`config.mk`:
```
export PLATFORM = sky130hd
export DESIGN_NAME = rmq_queue
export DESIGN_NICKNAME = d
export VERILOG_FILES = /design/src/rtl/rmq_pkg.sv /design/src/rtl/rmq_queue.sv
export SDC_FILE = /design/constraint.sdc
export NUM_CORES = 1
export LEC_CHECK = 0
export BUFFER_PORTS_ARGS = -buffer_cell sky130_fd_sc_hd__buf_2
export CELL_PAD_IN_SITES_DETAIL_PLACEMENT = 1
export CELL_PAD_IN_SITES_GLOBAL_PLACEMENT = 2
export CORE_AREA = 10 10 163 226
export CTS_BUF_LIST = sky130_fd_sc_hd__clkbuf_8
export CTS_CLUSTER_DIAMETER = 40
export DETAILED_ROUTE_END_ITERATION = 12
export DIE_AREA = 0 0 173 236
export GPL_TIMING_DRIVEN = 0
export HOLD_SLACK_MARGIN = 0.12
export PLACE_DENSITY = 0.75
export SLEW_MARGIN = 20
export SYNTH_ARGS = -nofsm -noshare
export SYNTH_HDL_FRONTEND = slang
export SYNTH_SLANG_ARGS = --single-unit
export TNS_END_PERCENT = 1
```
`constraint.sdc`:
```
create_clock -name clk -period 3.1 [get_ports clk]
set_input_delay 0.31 -clock clk [delete_from_list [all_inputs] [get_ports clk]]
set_output_delay 0.31 -clock clk [all_outputs]
set_load 0.1 [all_outputs]
```
`src/rtl/rmq_pkg.sv`:
```
package rmq_pkg;

	localparam int FRAC_BITS = 16;
	localparam int ONE       = 1 << FRAC_BITS;
	localparam int M_W       = 18;
	localparam int N_ENT     = 9;
	localparam int SUM_W     = 21;
	localparam int RAD_W     = 19;
	localparam int D_W       = 19;
	localparam int MAG_W     = D_W;
	localparam int ROOT_W    = 18;
	localparam int SQ_W      = 2 * ROOT_W;
	localparam int REM_W     = ROOT_W + 2;
	localparam int N_W       = MAG_W + FRAC_BITS - 1;
	localparam int Q_W       = 18;
	localparam int LANES     = 4;

	localparam logic [Q_W-1:0] LIM = Q_W'(ONE);

	localparam logic [1:0] IDX_X = 2'd0;
	localparam logic [1:0] IDX_Y = 2'd1;
	localparam logic [1:0] IDX_Z = 2'd2;
	localparam logic [1:0] IDX_W = 2'd3;

	typedef struct packed {
		logic                        inv;
		logic [1:0]                  ridx;
		logic [RAD_W-1:0]            rad;
		logic [LANES-1:0][D_W-1:0]   d;
	} rmq_item_t;

	typedef struct packed {
		logic                        inv;
		logic [LANES-1:0][Q_W-1:0]   q;
	} rmq_result_t;

endpackage

```
`src/rtl/rmq_queue.sv`:
```
module rmq_queue import rmq_pkg::*; #(
	parameter int DEPTH = 4
) (
	input  logic      clk,
	input  logic      arst_n,
	input  logic      wr_valid,
	output logic      wr_ready,
	input  rmq_item_t wr_item,
	output logic      rd_valid,
	input  logic      rd_ready,
	output rmq_item_t rd_item
);

	localparam int PTR_W = $clog2(DEPTH);
	localparam int CNT_W = $clog2(DEPTH + 1);

	rmq_item_t        mem_q [DEPTH];
	logic [PTR_W-1:0] wr_ptr_q;
	logic [PTR_W-1:0] rd_ptr_q;
	logic [CNT_W-1:0] count_q;
	logic             push;
	logic             pop;

	assign wr_ready = count_q != CNT_W'(DEPTH);
	assign rd_valid = count_q != '0;
	assign push     = wr_valid && wr_ready;
	assign pop      = rd_valid && rd_ready;
	assign rd_item  = mem_q[rd_ptr_q];

	always_ff @(posedge clk or negedge arst_n) begin
		if (!arst_n) begin
			wr_ptr_q <= '0;
			rd_ptr_q <= '0;
			count_q  <= '0;
		end else begin
			if (push) begin
				wr_ptr_q <= (wr_ptr_q == PTR_W'(DEPTH - 1)) ? '0 : wr_ptr_q + PTR_W'(1);
			end
			if (pop) begin
				rd_ptr_q <= (rd_ptr_q == PTR_W'(DEPTH - 1)) ? '0 : rd_ptr_q + PTR_W'(1);
			end
			if (push && !pop) begin
				count_q <= count_q + CNT_W'(1);
			end else if (pop && !push) begin
				count_q <= count_q - CNT_W'(1);
			end
		end
	end

	always_ff @(posedge clk) begin
		if (push) begin
			mem_q[wr_ptr_q] <= wr_item;
		end
	end

endmodule

```
# [Word level (Yosys, flattened, before mapping)]
# Memories as Yosys holds them, arrays and structs flattened.
# Index checks and enable logic that the tools add are counted.
[word_totals] register_bits=7 latch_bits=0 mem_bits_rw=392 romBits=0 inputBits=102 output_inout_bits=100 memories=1
[classes] n_addsub=4 n_mul=0 div=0 order_cmp=0 eq_ne=3 n_shift=0 muxes=6 bitwise=0 n_reduce_logical=8
[memory_table] memory="mem_q" depth=4 word_bits=98 read_ports=1 rd_clocked_by_memory_dff=0 wr=1 line_no="rmq_queue.sv:17" source="rmq_item_t mem_q [DEPTH];"
[op_table] operator="$mux W3" count=2
[op_table] operator="$add A2 B1 Y2 const B" count=2
[op_table] operator="$eq A2 B2 Y1 const B" count=2
[op_table] operator="$logic_and A1 B1 Y1" count=4
[op_table] operator="$mux W2" count=2
[op_table] operator="$add A3 B1 Y3 const B" count=1
[op_table] operator="$ne A3 B3 Y1 const B" count=1
[op_table] operator="$reduce_bool A3 Y1" count=1
[op_table] operator="$sub A3 B1 Y3 const B" count=1
[op_table] operator="$logic_not A1 Y1" count=2
[op_table] operator="$mux W1" count=2
[op_table] operator="$reduce_bool A2 Y1" count=1

# [Longest topological paths before layout]
[depth] depth_word=6 ltp_mapped=8

# [Worst setup path before layout]
# Ideal clock, no wire load.
[synth_path] path_type="flip-flop to flip-flop" start="register count_q[2]" end="memory mem_q[0][0] in the netlist's numbering, enable pin" arrival_time_ns=2.184 slack_ns=0.503 path_stages_with_launch=3 path_buffers=0 synth_period_minus_slack_ns=2.597 path_cell_list="dfrtp_1 > or3b_4 > and3_2"
[synth_via] elab_chain_cells=4
[synth_rtl] element="start, declared" line_no="rmq_queue.sv:20" source="logic [CNT_W-1:0] count_q;"
[synth_rtl] element="start signal, assigned" line_no="rmq_queue.sv:43" source="count_q <= count_q + CNT_W'(1);"
[synth_rtl] element="start signal, assigned" line_no="rmq_queue.sv:45" source="count_q <= count_q - CNT_W'(1);"
[synth_rtl] element="$ne A3 B3 Y1" line_no="rmq_queue.sv:24" source="assign wr_ready = count_q != CNT_W'(DEPTH);"
[synth_rtl] element="net wr_ready" line_no="rmq_queue.sv:7" source="output logic wr_ready,"
[synth_rtl] element="$logic_and A1 B1 Y1" line_no="rmq_queue.sv:26" source="assign push = wr_valid && wr_ready;"
[synth_rtl] element="$mux W1" line_no="rmq_queue.sv:51" source="if (push) begin"
[synth_rtl] element="$mux W1 (not written as such)" line_no="rmq_queue.sv:52" source="mem_q[wr_ptr_q] <= wr_item;"
[synth_rtl] element="end, declared" line_no="rmq_queue.sv:17"
# The timed path passes the listed nets, and every way through them passes these cells.

==> impl_metrics.csv <==
group,metric,value,unit
run_status,status,"finished, final reports clean",
final_layout,drive_gt1_share,42.37,%
final_layout,regArea,11950,µm²
routing,avgRoutedWirePerCell,22.98,µm
timing,timing.hold.ws,0.2172,ns
clock_network,root_buffer,"clkbuf_8",
place,io_buffers,201,
clock_network,cts_tree,"built",
place,hpwlAfterDp,20520,µm
timing,clock_skew,0.02712,ns
min_path,hold_class,"input pin to register",
yosys,ys_types,20,
yosys,ys.warnings.count,0,
final_layout,layout_common_cells,"edfxtp_1, buf_2, dlygate4sd3_1",
timing,rsz0062_at_grt,"false",
routing,postRouteAntennaNets,0,
place,placed_area,16260,µm²
worst_setup_path,crit_top_cell,"buf_2",
yosys,syn-cell-area,14530,µm²
timing,fin_crit_sh,94.21,%
grt,grt_start_max_net_pins,38,
place,gp_congestion,0.7198,
routing,drc_errors,0,
floorplanning,ios,202,
floorplanning,die_y,236,µm
yosys,synth_top_area_share,81.04,%
timing,slew_violations,0,
routing,wl_met3,1708,µm
clock_network,clock_latency,0.62,ns
yosys,seq_area_frac_synth,82.25,%
timing,worst_pin_slew,0.6858,ns
worst_setup_path,crit_buf_inv,3,
routing,avgViaCountPerCell,5.013,
routing,finalWirelength,32420,µm
final_layout,multi_input_area,2480,µm²
worst_setup_path,path_delay_family,"buffers and inverters",
grt,grt-ovfl-total,0,
worst_setup_path,path_cells,"buf_2 -> clkbuf_1 -> mux4_2 -> buf_2",
timing,final_hold_viol_count,0,
timing,fmax,342.4,MHz
final_layout,final_cell_area,18320,µm²
grt,grt_pass1_wl,49890,µm
yosys,ys_seq_elements,399,
clock_network,cts_htree_levels,2,
floorplanning,dieArea,40830,µm²
yosys,avgSynthCellArea,26.51,µm²
grt,grt.total_usage,15.84,%
yosys,synth.largest_area_cell,"edfxtp_1",
routing,wl_met1,12060,µm
floorplanning,die_w,173,µm
worst_setup_path,crit_arrival,2.61,ns
worst_setup_path,r2r_setup_slack,0.87,ns
final_layout,nFillCells,2920,
yosys,synth_area_leaders,"edfxtp_1, mux4_2, dfrtp_1",
timing,setup_viol,0,
grt,grt_antenna_before_repair,5,
routing,drtPass1Iterations,4,
job,drv_cap,0,
worst_setup_path,crit_required,2.79,ns
worst_setup_path,cp_max_fo,10,
final_layout,final_nets,1029,
clock_network,cts_inserted_buffers,60,
timing,slew_headroom,54.28,%
floorplanning,start_util,44.26,%
yosys,synth_cells,548,
worst_setup_path,cp-start-kind,"register",
worst_setup_path,slowest_stage,"clkbuf_1",
clock_network,clk_pin_slew,0.06,ns
floorplanning,rows,79,
worst_setup_path,critPathKind,"register to output port",
clock_network,clock-sinks,399,
yosys,syn_nets,657,
timing,period_needed,2.921,ns
worst_setup_path,cp_slowest_stage_delay,0.57,ns
routing,wl_met2,17880,µm
floorplanning,core,32820,µm²
worst_setup_path,critPathCaptureType,"output port",
routing,drt-initial-drc-count,452,
final_layout,mostFrequentLayoutCell,"edfxtp_1",
routing,vias,7073,
final_layout,areaGrowthSynthToFinish,26.10,%
grt,grt_pass1_vias,8423,
routing,top_layer,"met5",
clock_network,clk_path_buf_depth,3,
[sequential cells by signal, indices dropped and copies added (netlist names)]
signal    cells
mem_q       392
count_q       3
rd_ptr_q      2
wr_ptr_q      2
[area by class of cell]
type                       count  area share (%)
clock buffer                  61           4.584
clock inverter                44           1.059
tap                          445           3.040
multi-input combinational    124           13.54
buffer                        22          0.5670
inverter                       3         0.06148
timing repair buffer         310           11.89
sequential                   399           65.22
antenna                        3         0.04099
[cell usage after synthesis]
master	instances
and2_4	1
and3_2	4
buf_1	3
buf_2	13
buf_4	1
clkbuf_1	5
dfrtp_1	7
edfxtp_1	392
fa_1	1
ha_1	6
inv_1	3
mux2_2	3
mux2_4	2
mux4_2	98
nand2_1	1
nor2_1	3
or3_2	1
or3b_4	1
xnor2_1	1
xor2_1	2
[per-layer routing]
| metal | up-vias | GRT usage [%] |
|---|---|---|
| li1 | 3121 | - |
| met1 | 3688 | 17.22 |
| met2 | 205 | 29.50 |
| met3 | 55 | 3.741 |
| met4 | 4 | 5.395 |
| met5 | - | 0 |
[repair_timing]
action / 4_1_cts / 5_1_grt
hold endpoints to repair: 401 / 0
hold buffers: 101 / 0
setup endpoints to repair: 5 / 0
resized for setup: 1 / 0
setup buffers: 0 / 0
[logic make-up after synthesis]
group	count (synthesis)	synth area share, %
AND/OR/NAND/NOR	11	0.4996
multiplexers	103	15.63
buffers and inverters	25	0.7839
XOR/XNOR	3	0.1809
flip-flops	399	82.25
adder cells (fa/ha/maj)	7	0.6547
[worst register-to-register path: cells and delay by family, from the launching register on]
| kind | cells | cell delay [ns] |
|---|---|---|
| AND/OR/NAND/NOR | 3 | 0.78 |
| adder cells (fa/ha/maj) | 2 | 0.58 |
| buffers and inverters | 1 | 0.06 |
| XOR/XNOR | 2 | 0.31 |
| flip-flops | 1 | 0.43 |
[worst paths after layout]
kind                        startpoint     endpoint  cells past startpoint
hold / removal                wr_valid  wr_ptr_q[1]                      3
setup reg to reg            count_q[0]   count_q[2]                      8
max in group asynchronous       arst_n  rd_ptr_q[0]                      3
hold reg to reg             count_q[2]   count_q[2]                      1
setup / recovery           rd_ptr_q[1]  rd_item[49]                      4
min in group asynchronous       arst_n  wr_ptr_q[1]                      3
[stage by stage]
| stage | std cells | setup slack, ns | utilization, % | setup TNS [ns] |
|---|---|---|---|---|
| after detailed placement | 1202 | 0.6586 | 49.56 | 0 |
| after global routing | 1411 | 0.004683 | 55.81 | 0 |
| after floorplan | 548 | 0.5029 | - | 0 |
| after global placement | 1194 | -0.1088 | 49.02 | -38.41 |
| after CTS | 1408 | 0.04754 | 55.79 | 0 |
| final | 1411 | 0.1794 | 55.81 | 0 |
Power is left out: the tool's default activity adds up to more than one toggle a clock period on the data nets, which glitch-free logic cannot reach.
