--- config.mk ---
export PLATFORM = sky130hd
export DESIGN_NAME = rmq_front
export DESIGN_NICKNAME = d
export VERILOG_FILES = /design/src/rtl/rmq_pkg.sv /design/src/rtl/rmq_front.sv
export SDC_FILE = /design/constraint.sdc
export NUM_CORES = 1
export LEC_CHECK = 0
export BUFFER_PORTS_ARGS = -buffer_cell sky130_fd_sc_hd__buf_2
export CORE_MARGIN = 3
export CORE_UTILIZATION = 30
export DETAILED_ROUTE_END_ITERATION = 10
export GPL_TIMING_DRIVEN = 1
export PLACE_DENSITY = 0.53
export SLEW_MARGIN = 20
export SYNTH_ARGS = -nofsm -noshare
export SYNTH_HDL_FRONTEND = slang
export SYNTH_SLANG_ARGS = --single-unit
--- constraint.sdc ---
create_clock -name vclk -period 5.9
set_input_delay 0.295 -clock vclk [all_inputs]
set_output_delay 0.295 -clock vclk [all_outputs]
set_load 0.02 [all_outputs]
--- src/rtl/rmq_pkg.sv ---
package rmq_pkg;

	localparam int FRAC_BITS = 16;
	localparam int ONE       = 1 << FRAC_BITS;
	localparam int M_W       = 18;
	localparam int N_ENT     = 9;
	localparam int SUM_W     = 21;
	localparam int RAD_W     = 19;
	localparam int D_W       = 19;
	localparam int MAG_W     = D_W;
	localparam int ROOT_W    = 18;
	localparam int SQ_W      = 2 * ROOT_W;
	localparam int REM_W     = ROOT_W + 2;
	localparam int N_W       = MAG_W + FRAC_BITS - 1;
	localparam int Q_W       = 18;
	localparam int LANES     = 4;

	localparam logic [Q_W-1:0] LIM = Q_W'(ONE);

	localparam logic [1:0] IDX_X = 2'd0;
	localparam logic [1:0] IDX_Y = 2'd1;
	localparam logic [1:0] IDX_Z = 2'd2;
	localparam logic [1:0] IDX_W = 2'd3;

	typedef struct packed {
		logic                        inv;
		logic [1:0]                  ridx;
		logic [RAD_W-1:0]            rad;
		logic [LANES-1:0][D_W-1:0]   d;
	} rmq_item_t;

	typedef struct packed {
		logic                        inv;
		logic [LANES-1:0][Q_W-1:0]   q;
	} rmq_result_t;

endpackage

--- src/rtl/rmq_front.sv ---
module rmq_front import rmq_pkg::*; (
	input  logic [N_ENT-1:0][M_W-1:0] mat,
	output rmq_item_t                 item
);

	logic signed [SUM_W-1:0] a [N_ENT];
	logic signed [D_W-1:0]   e [N_ENT];
	logic signed [SUM_W-1:0] trace;
	logic signed [SUM_W-1:0] rad_s;
	logic [1:0]              axis;
	logic [1:0]              ridx;
	logic [LANES-1:0][D_W-1:0] d;
	logic                    inv;

	always_comb begin
		for (int k = 0; k < N_ENT; k++) begin
			a[k] = SUM_W'($signed(mat[k]));
			e[k] = D_W'($signed(mat[k]));
		end
	end

	assign trace = a[0] + a[4] + a[8];

	always_comb begin
		if ($signed(mat[0]) < $signed(mat[4])) begin
			axis = ($signed(mat[4]) < $signed(mat[8])) ? IDX_Z : IDX_Y;
		end else begin
			axis = ($signed(mat[0]) < $signed(mat[8])) ? IDX_Z : IDX_X;
		end
	end

	always_comb begin
		d     = '0;
		ridx  = IDX_W;
		rad_s = '0;
		if (!trace[SUM_W-1] && trace != '0) begin
			rad_s    = trace + SUM_W'(ONE);
			ridx     = IDX_W;
			d[IDX_X] = e[7] - e[5];
			d[IDX_Y] = e[2] - e[6];
			d[IDX_Z] = e[3] - e[1];
		end else begin
			ridx = axis;
			case (axis)
				IDX_X: begin
					rad_s    = a[0] - a[4] - a[8] + SUM_W'(ONE);
					d[IDX_W] = e[7] - e[5];
					d[IDX_Y] = e[3] + e[1];
					d[IDX_Z] = e[6] + e[2];
				end
				IDX_Y: begin
					rad_s    = a[4] - a[8] - a[0] + SUM_W'(ONE);
					d[IDX_W] = e[2] - e[6];
					d[IDX_Z] = e[7] + e[5];
					d[IDX_X] = e[1] + e[3];
				end
				IDX_Z: begin
					rad_s    = a[8] - a[0] - a[4] + SUM_W'(ONE);
					d[IDX_W] = e[3] - e[1];
					d[IDX_X] = e[2] + e[6];
					d[IDX_Y] = e[5] + e[7];
				end
				default: begin
					rad_s = '0;
				end
			endcase
		end
	end

	assign inv = rad_s[SUM_W-1] || rad_s == '0;

	always_comb begin
		item.inv  = inv;
		item.ridx = ridx;
		item.rad  = inv ? '0 : rad_s[RAD_W-1:0];
		item.d    = d;
	end

endmodule

Word-level counts from Yosys, hierarchy flattened. Index checks and enable logic that the tools add are counted.

Bits in registers: 0. Input port bits: 162. Output and inout port bits: 98. Logic and storage cells: 42.

$add $sub $neg: 18. Magnitude comparators: 3. Equality and inequality tests: 2. Muxes and demuxes: 13. Reductions and logical operators: 6.

Operators by type and width (count): $pmux 19 s2 (3); $sub 18x18->19 (6); $add 20x18->21 const B (4); $add 18x18->19 (4); $pmux 21 s3 (1); $sub 19x18->20 (3); $mux 57 (1); $pmux 19 s3 (1); $lt 18x18->1 (3); $mux 19 (2); $logic_not 21->1 (1); $mux 21 (1); $reduce_bool 21->1 (1); $add 19x18->20 (1); $mux 2 (4); $eq 2x1->1 const B (1); $eq 2x2->1 const B (1); $logic_not 2->1 (1); $logic_and 1x1->1 (1); $logic_not 1->1 (1); $logic_or 1x1->1 (1).

Logic depth before layout (Yosys ltp). Gate-level depths: netlist (run 1).

Word-level depth: 9. Depth in mapped cells: 20. Gate-level depth less buffers: 18.

Worst setup path after synthesis (run 1). No wires, ideal clock.

Path type: input to output. From: input port mat[3] in the netlist's numbering. To: output port item[97] in the netlist's numbering. Arrival: 4.378 ns. Data required time: 5.605 ns. Slack: 1.227 ns. Stages: 18. Path buffers: 2. Path through: inv_1 -> fa_1 -> buf_4 -> inv_1 -> ha_1 -> ha_1 -> a211oi_1 -> o211ai_1 -> a31o_2 -> o31a_1 -> a221o_1 -> o41a_1 -> a31oi_1 -> xnor2_1 -> o221ai_1 -> o311a_1 -> a211oi_2 -> buf_4.

Word-level cells in the longest chain between the ends: 8. Elaborated cells between the ends (all ways): 25. Those cells by class: add/sub (11); order compare (2); eq/ne (2); mux (4); reduce/logical (6).

RTL lines: from (decl) (line rmq_front.sv:2) `input logic [N_ENT-1:0][M_W-1:0] mat,`; branches (longest 5 deep; another with $add 20x18->21); $mux 21 (*) (line rmq_front.sv:36) `if (!trace[SUM_W-1] && trace != '0) begin`; $logic_not 21->1 (line rmq_front.sv:70) `assign inv = rad_s[SUM_W-1] || rad_s == '0;`; $logic_or 1x1->1 (*) (line rmq_front.sv:70); to (decl) (line rmq_front.sv:3) `output rmq_item_t item`.

Every way passes the cells marked *.

==> results by group, run 1 <==
Setup path
  – Crit path max fanout: 17
  – CP required: about 5600 ps
  – CP Launch Type: input pin
  – Critical path's largest stage delay: 600 ps
  – Critical path's top delay family: compound AO/OA/AOI/OAI gates
  – Slowest-stage cell, CP: a211oi_1
  – Worst setup EP type: output pin
  – Crit path buf inv count: 4
  – Crit Path Class: in2out
  – Cell Chain, Critical Path: buf_2, fa_1, ha_1, inv_1, fa_1, maj3_2, o21ai_0, o2111ai_1, a211oi_1, nor4_1, nor3_1, ha_1, nand2_1, o41a_2, buf_4, or3_1, o21ai_0, buf_2
  – CP arrival: between 5000 and 6000 ps

Routing
  – Via density: about 5.4
  – Initial DRT Pass Iterations: 9
  – Vias: between 15000 and 20000
  – DRT iter0 DRCs: a little over 1000
  – Final WL: 58.0 mm
  – Final ANT Viol Nets: 0
  – DRC: 0
  – WL/cell: slightly above 20 um

Synthesis
  – Yosys cell types: 80
  – Top-count cell post-synth: ha_1
  – Seq/Total Area, Yosys: 0%
  – Cell taking the most area after synthesis: ha_1
  – Mean Syn Cell Area: 7.44 sq um
  – Post-synth top cells: ha_1, inv_1, a21oi_1
  – Syn_nets: roughly 2600
  – Top cells by area, synth: ha_1, fa_1, inv_1
  – YS warnings: 0
  – Syn Std Cell Area: ~0.015 sq mm
  – Share of the synthesized area in the top cell type: between 20% and 30%
  – Post-Syn Instances: approximately 2000

Floorplanning
  – DIE HEIGHT: 227 um
  – I/O pin cnt: 260
  – Die Footprint: between 0.05 and 0.06 sq mm
  – Die width: 227 um
  – Core ar.: about 0.048 sq mm
  – FP Rows: 80
  – Initial core utilization: between 30% and 40%

Placed design
  – Dpl cells: roughly 2800
  – HPWL after DPL: 50.2 mm
  – Routability cong.: roughly 0.97
  – Worst slack at placement: ~340 ps
  – # port buffers: 260

Flow run
  – Max-cap violation count: 0

Final layout
  – Number of sequential cells: 0
  – FF+latch area: 0 sq um
  – CLK BUF: 0
  – Layout cells sized above 1: 14.7%
  – Final Net Count: approximately 2800
  – Layout Utilization: between 30% and 40%
  – Area grow syn2layout: 13.7%
  – Non-filler instance count after layout: approximately 2800

Global routing
  – GRT Residual Overflow: 0
  – Vias in the first global route: 14794
  – First-pass GRT wire length: slightly below 90 mm
  – Largest net degree at the start of global routing: 76
  – Antenna violations before repair: 7
  – Total Routing Usage GR: a little over a fifth

STA
  – Final Max Tran Viols: 0
  – Unrepaired setup endpoints after global routing: no
  – Max transition margin: 48.0%
  – Crit path time final: about 5700 ps
  – Worst Tran Pin Value: about 760 ps
  – Fin crit share: 96.1%
  – Setup WS post-layout: about 230 ps
  – Hold Vio Cnt, Final: 0
  – Achievable Freq: approximately 180 MHz
  – Setup TNS: 0 ps
  – Finish-stage setup viols: 0

Min path
  – Class of the worst hold path: in2out

Power
  – Worst vdd ir: 0.151 mV
  – Design Power: roughly 4 mW
  – PD cells: ~230 mW/mm^2
  – Leak: roughly 8.4 nW

Clock network
  – Number of setup buffers added after CTS: 0

Status
  – Status: complete, no violations
==> power by group <==
part	switching, mW	total [mW]	internal [mW]
Combinational	2.52	3.92	1.39
Sequential	0	0	0
Clock	0	0.0000000908	0.0000000907
Total	2.52	3.92	1.39
==> placed cells by master (no fill, tap or decap), drive strengths merged, types with 6 or more instances in the layout <==
cell     instances
a221oi          14
nand2          120
nor3            52
o21bai          17
buf            288
o221ai           7
o22a             8
o31ai           27
a22oi           16
a21o            29
or3             22
a211oi          22
xor2            38
or2              8
a31oi           24
nand3           28
o22ai           28
nor2b           37
o21ai          112
inv            262
mux2             7
o2111ai          6
mux2i           12
a311oi          10
ha             333
xnor2          111
o21a            31
fa              82
nor2           141
o211ai           8
and3            15
a21oi          155
nor4            14
a211o            7
nand2b          25
==> per-stage QoR <==
step	hold slack, ps	instance area, sq um
6_report	1140	16700
5_1_grt	1190	16700
4_1_cts	1150	16700
3_5_place_dp	1140	16700
3_3_place_gp	1150	16700
2_1_floorplan	890	14700
==> metal layers <==
| layer | vias up | wire, um | GRT usage [%] |
|---|---|---|---|
| met3 | 73 | 3560 | 3.19 |
| met1 | 7163 | 24200 | 26.9 |
| met5 | - | 37 | 0 |
| met2 | 549 | 28100 | 38.8 |
| li1 | 7251 | - | - |
| met4 | 6 | 2100 | 6.48 |
==> final timing paths <==
check / startpoint / end / slack [ps] / depth (start not counted)
setup / recovery: mat[1] / item[80] / 230 / 18
hold / removal: mat[108] / item[19] / 1140 / 4
==> tightest hold or removal path, cell delays in order <==
cell	delay [ps]
buf_2	90
ha_1	220
a21oi_1	90
buf_2	150
==> what timing repair did <==
action                                  in CTS  in global routing
resized for setup                            0                  1
hold buffers                                 0                  0
endpoints found under the setup margin       0                  4
hold endpoints to repair                     0                  0
==> area by class of cell <==
cell class | count | area (sq um)
fill | 5131 | 31300
multi-input combinational | 1639 | 13400
timing repair buffer | 288 | 1540
inverter | 262 | 983
tap | 615 | 769
antenna | 4 | 10.0
==> logic make-up after synthesis <==
kind of cell,count (synthesis),share of synthesized area [%]
xor+xnor,149,8.88
fa+ha+maj,416,39.6
buf+inv,337,8.98
compound gates,567,25.2
simple gates,488,15.9
mux,19,1.44
Power figures use the tool's default switching activity.
==> run 2: changes to the inputs <==
==> constraint.sdc (replaced) <==
create_clock -name vclk -period 6.4
set_input_delay 0.32 -clock vclk [all_inputs]
set_output_delay 0.32 -clock vclk [all_outputs]
set_load 0.02 [all_outputs]
==> results by group, run 2 (synthesis gave the netlist of run 1 again) <==
Power
  – Leak: 8.33 nW (was 8.38 nW)
  – Worst vdd ir: 0.160 mV (was 0.151 mV)
  – PD cells: 215 mW/mm^2 (was 234 mW/mm^2)

Placed design
  – Placed instance area: 0.0166 sq mm (was 0.0167 sq mm)
  – # port buffers: 260 (unchanged)
  – Worst slack at placement: 467 ps (was 341 ps)
  – HPWL after DPL: 49.9 mm (was 50.2 mm)
  – Routability cong.: 0.981 (was 0.968)

Status
  – Status: complete, no violations (unchanged)

Final layout
  – Layout cells sized above 1: 14.3% (was 14.7%)
  – Area grow syn2layout: 13.1% (was 13.7%)
  – Commonest non-fill, non-tap cells in the layout: ha_1, inv_1, buf_2 (unchanged)
  – Final Net Count: 2758 (was 2768)
  – Number of sequential cells: 0 (unchanged)
  – Final Cell Area: 0.0166 sq mm (was 0.0167 sq mm)
  – Layout Utilization: 34.6% (was 34.8%)
  – FF+latch area: 0 sq um (unchanged)
  – FILL cells: 5229 (was 5131)
  – Most common cell after layout, fill and taps aside: ha_1 (unchanged)
  – CLK BUF: 0 (unchanged)

Floorplanning
  – Die Footprint: 0.0517 sq mm (unchanged)
  – I/O pin cnt: 260 (unchanged)
  – Die width: 227 um (unchanged)
  – Initial core utilization: 30.6% (unchanged)
  – Core ar.: 0.0480 sq mm (unchanged)
  – FP Rows: 80 (unchanged)
  – DIE HEIGHT: 227 um (unchanged)

Routing
  – Final ANT Viol Nets: 0 (unchanged)
  – DRC: 0 (unchanged)
  – Via density: 5.31 (was 5.36)
  – Vias: 14837 (was 15042)
  – WL/cell: 20.5 um (was 20.7 um)
  – DRT iter0 DRCs: 1066 (was 1014)
  – Initial DRT Pass Iterations: 6 (was 9)
  – Final WL: 57.3 mm (was 58.0 mm)

Flow run
  – Max-cap violation count: 0 (unchanged)

STA
  – Setup TNS: 0 ps (unchanged)
  – Finish-stage setup viols: 0 (unchanged)
  – Worst Tran Pin Value: 970 ps (was 761 ps)
  – Achievable Freq: about 160 MHz
  – Fin crit share: 95.4%
  – Unrepaired setup endpoints after global routing: no (unchanged)
  – Setup WS post-layout: 296 ps (was 229 ps)
  – Max transition margin: 34.9% (was 48.0%)
  – Hold WS: 1200 ps (was 1140 ps)
  – Hold Vio Cnt, Final: 0 (unchanged)
  – Crit path time final: roughly 6100 ps
  – Final Max Tran Viols: 0 (unchanged)

Setup path
  – Crit Path Class: in2out (unchanged)
  – CP Launch Type: input pin (unchanged)
  – Crit path max fanout: 24 (was 17)
  – Worst setup EP type: output pin (unchanged)
  – CP required: 6080 ps (was 5610 ps)
  – CP arrival: 5780 ps (was 5380 ps)

Min path
  – Class of the worst hold path: in2out (unchanged)

Clock network
  – Number of setup buffers added after CTS: 0 (unchanged)
  – Hold Buf Count CTS: 0 (unchanged)
  – PostCTS Resize Cnt: 0 (unchanged)

Global routing
  – Total Routing Usage GR: 21.3% (was 21.6%)
  – GRT Residual Overflow: 0 (unchanged)
  – Vias in the first global route: 14566 (was 14794)
  – Antenna violations before repair: 4 (was 7)
  – First-pass GRT wire length: 85.8 mm (was 87.3 mm)
  – Largest net degree at the start of global routing: 77 (was 76)
-- run 2: worst paths after layout --
| check | endpoint | depth (start not counted) | slack [ps] | startpoint |
|---|---|---|---|---|
| hold / removal | item[38] | 4 | 1200 | mat[18] |
| setup / recovery | item[35] | 18 | 300 | mat[1] |
-- run 2: final cells by class --
cell class         count  area, sq um  area share, %
inverters            262          983           5.92
multi-input cells   1639        13400           80.6
repair buffers       278         1460           8.79
well taps            615          769           4.63
diodes                 2         5.00         0.0301
-- run 2: report_power, final --
part             total (mW)  switching, mW  leakage (nW)  internal (mW)
clock network  0.0000000418              0     0.0000127   0.0000000418
logic                  3.57           2.31          8.33           1.26
registers                 0              0             0              0
total                  3.57           2.31          8.33           1.26
-- run 2: per-stage QoR --
stage	power [mW]	cells
3_3_place_gp	3.56	2794
6_report	3.57	2796
4_1_cts	3.57	2794
3_5_place_dp	3.55	2794
5_1_grt	3.87	2794
2_1_floorplan	2.33	1976
-- run 2: critical path: stages --
cell,delay (ps)
buf_2,160
fa_1,570
ha_1,170
inv_1,60
fa_1,460
maj3_2,360
o21ai_0,170
o2111ai_1,210
a211oi_1,620
nor4_1,120
nor3_1,290
ha_1,200
nand2_1,90
o41a_2,660
nor2_1,290
inv_1,250
o21ai_0,510
buf_2,270
-- run 2: metal layers --
layer	vias up	global-route usage, %	part of all wire [%]
met5	-	0	0.078
met4	6	6.19	3.6
met3	66	2.28	5.7
met2	490	38.6	49
met1	7039	26.8	42
li1	7236	-	-
==> run 3: changes to the inputs <==
==> constraint.sdc (replaced) <==
create_clock -name vclk -period 6.3
set_input_delay 0.315 -clock vclk [all_inputs]
set_output_delay 0.315 -clock vclk [all_outputs]
set_load 0.02 [all_outputs]
==> results by group, run 3 (synthesis gave the netlist of run 1 again) <==
Status
  – Status: complete, no violations (unchanged)

Global routing
  – Vias in the first global route: 14549 (was 14566)
  – Total Routing Usage GR: 21.6% (was 21.3%)
  – Largest net degree at the start of global routing: 77 (unchanged)
  – Antenna violations before repair: 7 (was 4)
  – GRT Residual Overflow: 0 (unchanged)
  – First-pass GRT wire length: 86.9 mm (was 85.8 mm)

STA
  – Achievable Freq: around 170 MHz
  – Setup TNS: 0 ps (unchanged)
  – Final Max Tran Viols: 0 (unchanged)
  – Worst Tran Pin Value: 882 ps (was 970 ps)
  – Finish-stage setup viols: 0 (unchanged)
  – Hold Vio Cnt, Final: 0 (unchanged)
  – Crit path time final: ~5900 ps
  – Setup WS post-layout: 369 ps (was 296 ps)
  – Fin crit share: 94.1%
  – Max transition margin: 40.6% (was 34.9%)
  – Unrepaired setup endpoints after global routing: no (unchanged)

Final layout
  – Commonest non-fill, non-tap cells in the layout: ha_1, inv_1, buf_2 (unchanged)
  – CLK BUF: 0 (unchanged)
  – Final Net Count: 2760 (was 2758)
  – FF+latch area: 0 sq um (unchanged)
  – Number of sequential cells: 0 (unchanged)
  – Layout cells sized above 1: 14.4% (was 14.3%)
  – FILL cells: 5200 (was 5229)
  – Most common cell after layout, fill and taps aside: ha_1 (unchanged)
  – Area grow syn2layout: 13.3% (was 13.1%)

Routing
  – Via density: 5.30 (was 5.31)
  – DRC: 0 (unchanged)
  – Final ANT Viol Nets: 0 (unchanged)
  – Initial DRT Pass Iterations: 6 (unchanged)
  – Final WL: 57.8 mm (was 57.3 mm)
  – Vias: 14848 (was 14837)
  – WL/cell: 20.7 um (was 20.5 um)
  – DRT iter0 DRCs: 1074 (was 1066)

Setup path
  – Cell Chain, Critical Path: buf_2, inv_1, fa_1, inv_1, ha_1, and2_1, a221oi_1, and3_1, nor4_1, or2_2, a31oi_1, xor2_1, ha_1, nand2_1, o41a_2, nor2_1, inv_1, o21ai_0, buf_2 (was buf_2, fa_1, ha_1, inv_1, fa_1, maj3_2, o21ai_0, o2111ai_1, a211oi_1, nor4_1, nor3_1, ha_1, nand2_1, o41a_2, nor2_1, inv_1, o21ai_0, buf_2)
  – CP arrival: 5620 ps (was 5780 ps)
  – CP Launch Type: input pin (unchanged)
  – Crit Path Class: in2out (unchanged)
  – Slowest-stage cell, CP: o41a_2 (unchanged)
  – CP required: 5980 ps (was 6080 ps)
  – Worst Setup SP: mat[5] (was mat[1])
  – Critical path's largest stage delay: 660 ps (about the same)
  – Worst setup EP type: output pin (unchanged)
  – Worst Setup EP: item[31] (was item[35])
  – Crit path max fanout: 24 (unchanged)
  – Most used cell, CP: inv_1

Placed design
  – # port buffers: 260 (unchanged)
  – Worst slack at placement: 319 ps (was 467 ps)
  – HPWL after DPL: 50.1 mm (was 49.9 mm)
  – Routability cong.: 0.964 (was 0.981)

Floorplanning
  – DIE HEIGHT: 227 um (unchanged)
  – Core ar.: 0.0480 sq mm (unchanged)
  – Die Footprint: 0.0517 sq mm (unchanged)
  – FP Rows: 80 (unchanged)
  – I/O pin cnt: 260 (unchanged)
  – Die width: 227 um (unchanged)
  – Initial core utilization: 30.6% (unchanged)

Power
  – Leak: 8.34 nW (was 8.33 nW)
  – Worst vdd ir: 0.137 mV (was 0.160 mV)
  – PD cells: 219 mW/mm^2 (was 215 mW/mm^2)

Flow run
  – Max-cap violation count: 0 (unchanged)

Clock network
  – Hold Buf Count CTS: 0 (unchanged)
  – Number of setup buffers added after CTS: 0 (unchanged)

Min path
  – Class of the worst hold path: in2out (unchanged)
-- run 3: cell count changes in the layout (fill, tap and decap cells not counted) --
cell / before / now
diode_2: 2 / 3
o21ai_0: 108 / 105
o21ai_1: 4 / 7
buf_4: 16 / 18
-- run 3: worst min path at each step --
| stage | cells past startpoint | startpoint | slack, ps | endpoint |
|---|---|---|---|---|
| 2_1_floorplan | 2 | mat[108] | 930 | item[19] |
| 3_3_place_gp | 4 | mat[18] | 1200 | item[38] |
| 3_5_place_dp | 4 | mat[18] | 1190 | item[38] |
| 4_1_cts | 4 | mat[18] | 1190 | item[38] |
| 5_1_grt | 4 | mat[108] | 1220 | item[19] |
| 6_report | 4 | mat[18] | 1190 | item[38] |
-- run 3: critical path, delay by kind of cell --
| family | cells | cell delay, ps |
|---|---|---|
| xor+xnor | 1 | 270 |
| fa+ha+maj | 3 | 1120 |
| compound gates | 4 | 1660 |
| simple gates | 6 | 1340 |
| buf+inv | 5 | 900 |
-- run 3: power breakdown --
group / switching (mW) / leakage (nW) / total, mW / internal, mW
registers: 0 / 0 / 0 / 0
logic: 2.36 / 8.34 / 3.64 / 1.28
clock network: 0 / 0.0000190 / 0.0000000637 / 0.0000000637
total: 2.36 / 8.34 / 3.64 / 1.28
-- run 3: what timing repair did --
item                       4_1_cts  5_1_grt
resized for setup                0        3
hold endpoints to repair         0        0
setup endpoints to repair        0        3
-- run 3: metrics by stage --
stage | hold WS [ps] | utilization, % | area [sq um] | total power, mW | instances
floorplan | 930 | - | 14700 | 2.37 | 1976
global placement | 1200 | 34.6 | 16600 | 3.62 | 2796
detailed placement | 1190 | 34.6 | 16600 | 3.61 | 2796
CTS | 1190 | 34.6 | 16600 | 3.63 | 2796
global route | 1220 | 34.6 | 16600 | 3.95 | 2797
finish | 1190 | 34.6 | 16600 | 3.64 | 2799
-- run 3: area by class of cell --
| cell class | instances | area [sq um] | share of cell area, % |
|---|---|---|---|
| tap | 615 | 769 | 4.62 |
| antenna | 3 | 7.51 | 0.0451 |
| multi-input combinational | 1639 | 13400 | 80.6 |
| timing repair buffer | 280 | 1480 | 8.87 |
| inverter | 262 | 983 | 5.91 |
-- run 3: per-layer routing --
metal	up-vias	global-route usage [%]	share of wire, %
li1	7256	-	-
met1	7073	28.0	44
met2	467	39.3	49
met3	44	1.95	5.1
met4	8	3.91	2.3
met5	-	0	0.074
